<file path="config.mk">
export PLATFORM = sky130hd
export DESIGN_NAME = flash_coincidence_veto_unit
export DESIGN_NICKNAME = d
export VERILOG_FILES = /design/src/fcv_pkg.sv /design/src/fcv_window_ram.sv /design/src/flash_coincidence_veto_unit.sv
export SDC_FILE = /design/constraint.sdc
export NUM_CORES = 2
export LEC_CHECK = 0
export CORE_MARGIN = 1
export CORE_UTILIZATION = 27
export CTS_CLUSTER_SIZE = 40
export DETAILED_ROUTE_END_ITERATION = 10
export DONT_BUFFER_PORTS = 1
export GPL_ROUTABILITY_DRIVEN = 0
export GPL_TIMING_DRIVEN = 0
export PLACE_DENSITY = 0.42
export SETUP_SLACK_MARGIN = 0.3
export SYNTH_ARGS = -nofsm -noshare
export SYNTH_HDL_FRONTEND = slang
export SYNTH_SLANG_ARGS = --single-unit
</file>
<file path="constraint.sdc">
create_clock -name clk -period 7.29 [get_ports clk]
set_input_delay 1.458 -clock clk [delete_from_list [all_inputs] [get_ports clk]]
set_output_delay 1.458 -clock clk [all_outputs]
set_load 0.005 [all_outputs]
</file>
<file path="src/fcv_pkg.sv">
// Package for the flash coincidence veto block.
// Holds the transaction structs, command and register codes, the state enum and sizes.
// No dependencies.
package fcv_pkg;

  // Depth of the beam window store.
  localparam int MAX_WINDOWS = 32;
  localparam int WIN_IDX_W   = (MAX_WINDOWS > 1) ? $clog2(MAX_WINDOWS) : 1;
  localparam int WIN_CNT_W   = $clog2(MAX_WINDOWS + 1);

  localparam int TIME_W   = 24;
  localparam int CHARGE_W = 24;
  localparam int TAG_W    = 16;
  localparam int VETO_W   = 16;
  localparam int RATIO_W  = 8;
  localparam int CFG_IDX_W  = 1;
  localparam int CFG_DATA_W = 16;

  // Command codes.
  localparam logic [1:0] CMD_CLEAR  = 2'd0;
  localparam logic [1:0] CMD_LOAD   = 2'd1;
  localparam logic [1:0] CMD_COSMIC = 2'd2;
  localparam logic [1:0] CMD_BEAM   = 2'd3;

  // Configuration register indexes.
  localparam logic [CFG_IDX_W-1:0] REG_VETO_WINDOW = 1'd0;
  localparam logic [CFG_IDX_W-1:0] REG_PE_RATIO    = 1'd1;

  // Reset values of the configuration registers.
  localparam logic [VETO_W-1:0]  VETO_WINDOW_RESET = 16'd2400;
  localparam logic [RATIO_W-1:0] PE_RATIO_RESET    = 8'd179;

  typedef struct packed {
    logic [1:0]                cmd;
    logic signed [TIME_W-1:0]  flash_time;
    logic signed [TIME_W-1:0]  window_low;
    logic signed [TIME_W-1:0]  window_high;
    logic [CHARGE_W-1:0]       photo_charge;
    logic [TAG_W-1:0]          flash_tag;
  } fcv_in_t;

  typedef struct packed {
    logic [TAG_W-1:0] tag_out;
    logic             kept;
    logic             from_beam;
    logic             window_overflow;
  } fcv_out_t;

  // One stored beam window.
  typedef struct packed {
    logic signed [TIME_W-1:0] low;
    logic signed [TIME_W-1:0] high;
  } window_entry_t;

  typedef enum logic [1:0] {
    ST_IDLE,
    ST_SCAN,
    ST_JUDGE
  } fcv_state_t;

endpackage

</file>
<file path="src/fcv_window_ram.sv">
// Generic single-port-write, single-port-read RAM with a registered read.
// Used as the beam window store. No dependencies.
module fcv_window_ram #(
  parameter int WIDTH = 48,
  parameter int DEPTH = 32,
  localparam int ADDR_W = (DEPTH > 1) ? $clog2(DEPTH) : 1
) (
  input  logic              clk,
  input  logic              wr_en,
  input  logic [ADDR_W-1:0] wr_addr,
  input  logic [WIDTH-1:0]  wr_data,
  input  logic              rd_en,
  input  logic [ADDR_W-1:0] rd_addr,
  output logic [WIDTH-1:0]  rd_data
);

  logic [WIDTH-1:0] mem [DEPTH];

  // Write port.
  always_ff @(posedge clk) begin
    if (wr_en) begin
      mem[wr_addr] <= wr_data;
    end
  end

  // Read port, registered.
  always_ff @(posedge clk) begin
    if (rd_en) begin
      rd_data <= mem[rd_addr];
    end
  end

endmodule

</file>
<file path="src/flash_coincidence_veto_unit.sv">
// Top level of the flash coincidence veto block.
// Depends on fcv_pkg and fcv_window_ram.
//
// Channel   | Signals                          | Handshake
// ----------+----------------------------------+-------------------------------------
// request   | start, busy, request (fcv_in_t)  | accepted when start && !busy
// result    | done, result (fcv_out_t)         | valid for the one cycle done is high
// config    | cfg_we, cfg_index, cfg_data      | written when cfg_we is high
//
// Clear and window load never raise busy.
// A cosmic flash scans the window store one entry per cycle through the RAM read port,
// then is judged once the last read is back; with an empty store it is judged at once.
// A beam flash is judged in ST_JUDGE. The result appears in the cycle in which busy falls.
// Reset (rst, synchronous) empties the store, drops the tracked cosmic flash and
// restores the register defaults. The receiver cannot stall: done is a single pulse.
module flash_coincidence_veto_unit
  import fcv_pkg::*;
(
  input  logic                  clk,
  input  logic                  rst,
  input  logic                  start,
  output logic                  busy,
  input  fcv_in_t               request,
  output logic                  done,
  output fcv_out_t              result,
  input  logic                  cfg_we,
  input  logic [CFG_IDX_W-1:0]  cfg_index,
  input  logic [CFG_DATA_W-1:0] cfg_data
);

  fcv_state_t state, state_next;

  logic [VETO_W-1:0]        veto_window;
  logic [RATIO_W-1:0]       pe_ratio;
  logic [WIN_CNT_W-1:0]     window_count;
  logic signed [TIME_W-1:0] latest_time;
  logic [CHARGE_W-1:0]      latest_charge;
  logic                     latest_valid;
  logic                     overflow;

  fcv_in_t                  item;
  logic [WIN_CNT_W-1:0]     issue_cnt;
  logic                     rd_pend;
  logic                     hit;

  logic                     accept;
  logic                     store_full;
  logic                     ram_wr_en;
  logic                     ram_rd_en;
  window_entry_t            ram_wr_data;
  window_entry_t            ram_rd_data;
  logic                     finish;
  logic                     window_match;

  logic signed [TIME_W:0]   dt;
  logic                     dt_inside;
  logic [31:0]              lhs;
  logic [31:0]              rhs;
  logic                     beam_kept;
  logic                     cosmic_kept;
  logic                     cosmic_track;

  assign accept     = start && !busy;
  assign busy       = (state != ST_IDLE);
  assign store_full = (window_count == WIN_CNT_W'(MAX_WINDOWS));

  // Window store.
  assign ram_wr_en   = accept && (request.cmd == CMD_LOAD) && !store_full;
  assign ram_wr_data = '{low: request.window_low, high: request.window_high};

  fcv_window_ram #(
    .WIDTH ($bits(window_entry_t)),
    .DEPTH (MAX_WINDOWS)
  ) u_window_ram (
    .clk     (clk),
    .wr_en   (ram_wr_en),
    .wr_addr (window_count[WIN_IDX_W-1:0]),
    .wr_data (ram_wr_data),
    .rd_en   (ram_rd_en),
    .rd_addr (issue_cnt[WIN_IDX_W-1:0]),
    .rd_data (ram_rd_data)
  );

  // Next state and scan control.
  always_comb begin
    state_next = state;
    ram_rd_en  = 1'b0;
    finish     = 1'b0;
    case (state)
      ST_IDLE: begin
        if (accept) begin
          case (request.cmd)
            CMD_COSMIC: state_next = ST_SCAN;
            CMD_BEAM:   state_next = ST_JUDGE;
            default:    state_next = ST_IDLE;
          endcase
        end
      end
      ST_SCAN: begin
        if (issue_cnt < window_count) begin
          ram_rd_en = 1'b1;
        end else if (!rd_pend) begin
          finish     = 1'b1;
          state_next = ST_IDLE;
        end
      end
      ST_JUDGE: begin
        finish     = 1'b1;
        state_next = ST_IDLE;
      end
      default: state_next = ST_IDLE;
    endcase
  end

  always_ff @(posedge clk) begin
    if (rst) begin
      state <= ST_IDLE;
    end else begin
      state <= state_next;
    end
  end

  // Window test on the entry read in the previous cycle, bounds included.
  assign window_match = (item.flash_time >= ram_rd_data.low) &&
                        (item.flash_time <= ram_rd_data.high);

  // Cosmic flash decision and tracking of the latest negative-time flash.
  assign cosmic_kept  = !hit;
  assign cosmic_track = cosmic_kept && item.flash_time[TIME_W-1] &&
                        (!latest_valid || (item.flash_time > latest_time));

  // Beam flash decision: signed time difference and charge ratio test.
  assign dt        = $signed({item.flash_time[TIME_W-1], item.flash_time}) -
                     $signed({latest_time[TIME_W-1], latest_time});
  assign dt_inside = dt < $signed({{(TIME_W + 1 - VETO_W){1'b0}}, veto_window});
  assign lhs       = {item.photo_charge, 8'h00};
  assign rhs       = 32'(pe_ratio) * 32'(latest_charge);
  assign beam_kept = !(latest_valid && dt_inside && (lhs < rhs));

  // Configuration registers.
  always_ff @(posedge clk) begin
    if (rst) begin
      veto_window <= VETO_WINDOW_RESET;
      pe_ratio    <= PE_RATIO_RESET;
    end else if (cfg_we) begin
      case (cfg_index)
        REG_VETO_WINDOW: veto_window <= cfg_data;
        REG_PE_RATIO:    pe_ratio    <= cfg_data[RATIO_W-1:0];
        default: ;
      endcase
    end
  end

  // Store fill count, overflow flag and the tracked cosmic flash.
  always_ff @(posedge clk) begin
    if (rst) begin
      window_count  <= '0;
      overflow      <= 1'b0;
      latest_valid  <= 1'b0;
      latest_time   <= '0;
      latest_charge <= '0;
    end else begin
      if (accept && (request.cmd == CMD_CLEAR)) begin
        window_count <= '0;
        overflow     <= 1'b0;
        latest_valid <= 1'b0;
      end
      if (accept && (request.cmd == CMD_LOAD)) begin
        if (store_full) begin
          overflow <= 1'b1;
        end else begin
          window_count <= window_count + WIN_CNT_W'(1);
        end
      end
      if (finish && (state == ST_SCAN) && cosmic_track) begin
        latest_valid  <= 1'b1;
        latest_time   <= item.flash_time;
        latest_charge <= item.photo_charge;
      end
    end
  end

  // Held transaction and scan progress.
  always_ff @(posedge clk) begin
    if (accept) begin
      item <= request;
    end
  end

  always_ff @(posedge clk) begin
    if (rst) begin
      issue_cnt <= '0;
      rd_pend   <= 1'b0;
      hit       <= 1'b0;
    end else if (accept) begin
      issue_cnt <= '0;
      rd_pend   <= 1'b0;
      hit       <= 1'b0;
    end else begin
      rd_pend <= ram_rd_en;
      if (ram_rd_en) begin
        issue_cnt <= issue_cnt + WIN_CNT_W'(1);
      end
      if (rd_pend && window_match) begin
        hit <= 1'b1;
      end
    end
  end

  // Result register: one pulse of done per judged flash.
  always_ff @(posedge clk) begin
    if (rst) begin
      done <= 1'b0;
    end else begin
      done <= finish;
    end
  end

  always_ff @(posedge clk) begin
    if (finish) begin
      result.tag_out         <= item.flash_tag;
      result.kept            <= (state == ST_JUDGE) ? beam_kept : cosmic_kept;
      result.from_beam       <= (state == ST_JUDGE);
      result.window_overflow <= overflow;
    end
  end

  // A result only follows a cycle in which the block was busy.
  assert property (@(posedge clk) disable iff (rst) done |-> $past(busy))
    else $error("result strobe without a preceding busy cycle");

  // The fill count never passes the store depth.
  assert property (@(posedge clk) disable iff (rst)
    window_count <= WIN_CNT_W'(MAX_WINDOWS))
    else $error("window count beyond store depth");

  // A load into a full store sets the overflow flag.
  assert property (@(posedge clk) disable iff (rst)
    (accept && (request.cmd == CMD_LOAD) && store_full) |=> overflow)
    else $error("overflow flag not set on load into full store");

  // The store is never read past its fill count.
  assert property (@(posedge clk) disable iff (rst)
    ram_rd_en |-> (issue_cnt < window_count) && (state == ST_SCAN))
    else $error("window store read beyond fill count");

endmodule

</file>
==> results.toml <==
[cts]
clkLatencyLatePin_ns = 0.89
cts.htree.levels = 4
clk_pin_slew_worst_paths_ns = 0.06
cts_buffer_depth = 4
cts_tree = "built"
clock-sinks = 1758
cts_buffers = 200
cts_root_buf = "clkbuf_16"

[routing]
wirelength_mm = 222.2
drc = 0
ant_nets = 0
viasPerCell = 4.675
dr.pass1.iters = 5
drt_iter0_drc = 3305
drt-wirelength-per-cell_um = 27.50
vias = 37780

[setup_path]
crit_type = "flop to flop"
start_kind = "flop"
crit_slowest_cell = "fa_1"
end_kind = "flop"
cp_top_family = "adder cells"
cp_common_cell = "fa_1"
crit_path_max_fanout = 10
cpPeakStageDelay_ns = 0.52
cp.arrival_ns = 7.84
worst_ep_required_time_ns = 7.76
critPathBufInv = 4

[timing]
rsz0062_at_grt = "true"
setup-violations-final = 1
worstMarginPinSlew_ns = 1.364
clock_skew_ns = 0.1191
clock.fmax_mhz = 135.7
slew_headroom = 0.09052
fin_crit_sh = 1.011
fin_ws_ns = -0.07954
min_period_ns = 7.370
hold_viol = 0
whs_ns = 0.4139
report.final.slew_viol_count = 0
tns_ns = -0.07954

[yosys]
async_reset_ff_frac = 0
synth_seq_cells = 1758
yosysWarnings = 0
synth_top_cell_area_share = 0.6664
postSynthAreaPerCell_um2 = 19.20
seq_area_frac_synth = 0.6907
synth.area.top_cells = "edfxtp_1 (67%), mux4_2 (14%), fa_1 (3.5%), ha_1 (2.9%), dfxtp_1 (2.4%)"
netlist_instances = 3913
syn-cell-area_um2 = 75110
yosysUniqueCellTypes = 74
synth_fp_nets = 4357
synth_ff_type = "edfxtp_1"
synth_top_area_cell = "edfxtp_1"
synth_edf_count = 1667

[floorplan]
num_rows = 193
fp.dieW_um = 529.5
start_util = 0.2717
die-area_um2 = 280300
chipHeight_um = 529.5
core-area_um2 = 276500
io_pins = 156

[global_route]
grt_start_max_net_pins = 48
grt_pass1_wl_mm = 311.2
antenna_found_initial = 32
grt_usage = 0.1577
grt_overflow = 0
grt_pass1_vias = 39480

[outcome]
outcome = "finished, violations left"
violations = "negative setup slack"

[worst_hold_path]
hold_class = "flop to flop"

[final_layout]
num-nets-final = 4661
final_common_cell = "edfxtp_1"
utilization = 0.3220
area.growth.synth_to_final_pct = 18.52
fillCellCount = 26510
drive_gt1_frac = 0.2501
multi_input_area_um2 = 22320
layout_common_cells = "edfxtp_1 (1,667), mux4_2 (480), inv_1 (239), clkbuf_16 (205), ha_1 (168)"
regArea_um2 = 51910

[power_and_ir_drop]
power_density_nw_per_um2 = 243.2
p_leak_nw = 28.47
finalPower_mw = 21.65
ir_drop_mv = 0.1918

[flow_run]
maxCapViolCount = 0

[place]
dpl.hpwl_mm = 153.5
portBuffers = 0
pre_cts_ws_ns = -2.553
## registers in the layout, summed over array words and instances, names as in the netlist
register              count
overflow                  1
latest_valid              1
u_window_ram.mem       1536
pe_ratio                  8
rd_pend                   1
item                     64
u_window_ram.rd_data     48
latest_charge            24
state                     2
hit                       1
issue_cnt                 6
latest_time              24
window_count              6
result                   19
veto_window              16
done                      1
## layer usage
| metal | GRT usage | wire length, µm |
|---|---|---|
| met2 | 0.2588 | 106500 |
| met3 | 0.02269 | 10190 |
| met1 | 0.2193 | 100800 |
| met4 | 0.03692 | 4679 |
| met5 | 0 | 10 |
## cells by family (layout without fill, tap and decap cells)
| logic type | after synthesis | in the layout | share of synthesized area |
|---|---|---|---|
| xor+xnor | 41 | 41 | 0.004781 |
| flops | 1758 | 1758 | 0.6907 |
| mux | 579 | 579 | 0.1579 |
| buf+inv | 406 | 859 | 0.02144 |
| other cells | 0 | 10 | 0 |
| compound gates | 258 | 258 | 0.02284 |
| simple gates | 562 | 562 | 0.03760 |
| fa+ha+maj | 309 | 309 | 0.06476 |
## power by group
part / total (mW) / internal (mW) / switching (mW) / leakage, nW
Sequential: 11.2 / 11.1 / 0.0754 / 15.8
Clock: 10.1 / 5.93 / 4.12 / 3.12
Combinational: 0.423 / 0.169 / 0.254 / 9.57
## timing repair
action	4_1_cts	5_1_grt
buffers inserted	11	6
endpoints found under the setup margin	1	1
hold buffers	0	0
gates resized for setup	123	47
pin swaps	24	28
## through the flow
| stage | cells | area (µm²) |
|---|---|---|
| after floorplan | 3913 | 75110 |
| after global placement | 7618 | 79750 |
| after detailed placement | 7702 | 81760 |
| after CTS | 8064 | 88790 |
| after global routing | 8077 | 89020 |
| final | 8081 | 89030 |
## worst paths after layout
check                           start             endpoint  slack, ns  cells past startpoint
max          pe_ratio[4]$_SDFFE_PP1P_  result[2]$_DFFE_PP_      -0.08                     27
min                 item[2]$_DFFE_PP_  result[5]$_DFFE_PP_       0.41                      0
max reg2reg  pe_ratio[4]$_SDFFE_PP1P_  result[2]$_DFFE_PP_      -0.08                     27
min reg2reg         item[2]$_DFFE_PP_  result[5]$_DFFE_PP_       0.41                      0
## cells in the mapped netlist, types with 17 or more instances
cell type and n:
mux2_2 48, and2_1 152, a21o_1 32, xnor2_1 23, o21ai_0 49, nand2b_1 17, a21oi_1 74, nor2_1 147
edfxtp_1 1667, clkbuf_1 110, buf_2 39, fa_1 133, ha_1 176, nand2_1 117, xor2_1 18, mux2i_1 51
inv_1 243, nand4_1 19, dfxtp_1 91, mux4_2 480, nand3_1 39
## layout make-up
type,count,area share
tap,3705,0.05207
clock buffer,244,0.05877
buffer,162,0.009754
multi-input combinational,1749,0.2507
inverter,244,0.01032
sequential,1758,0.5831
antenna,10,0.0002811
clock inverter,107,0.01345
timing repair buffer,102,0.02153
Note: power is estimated with default switching activity, not from simulation.
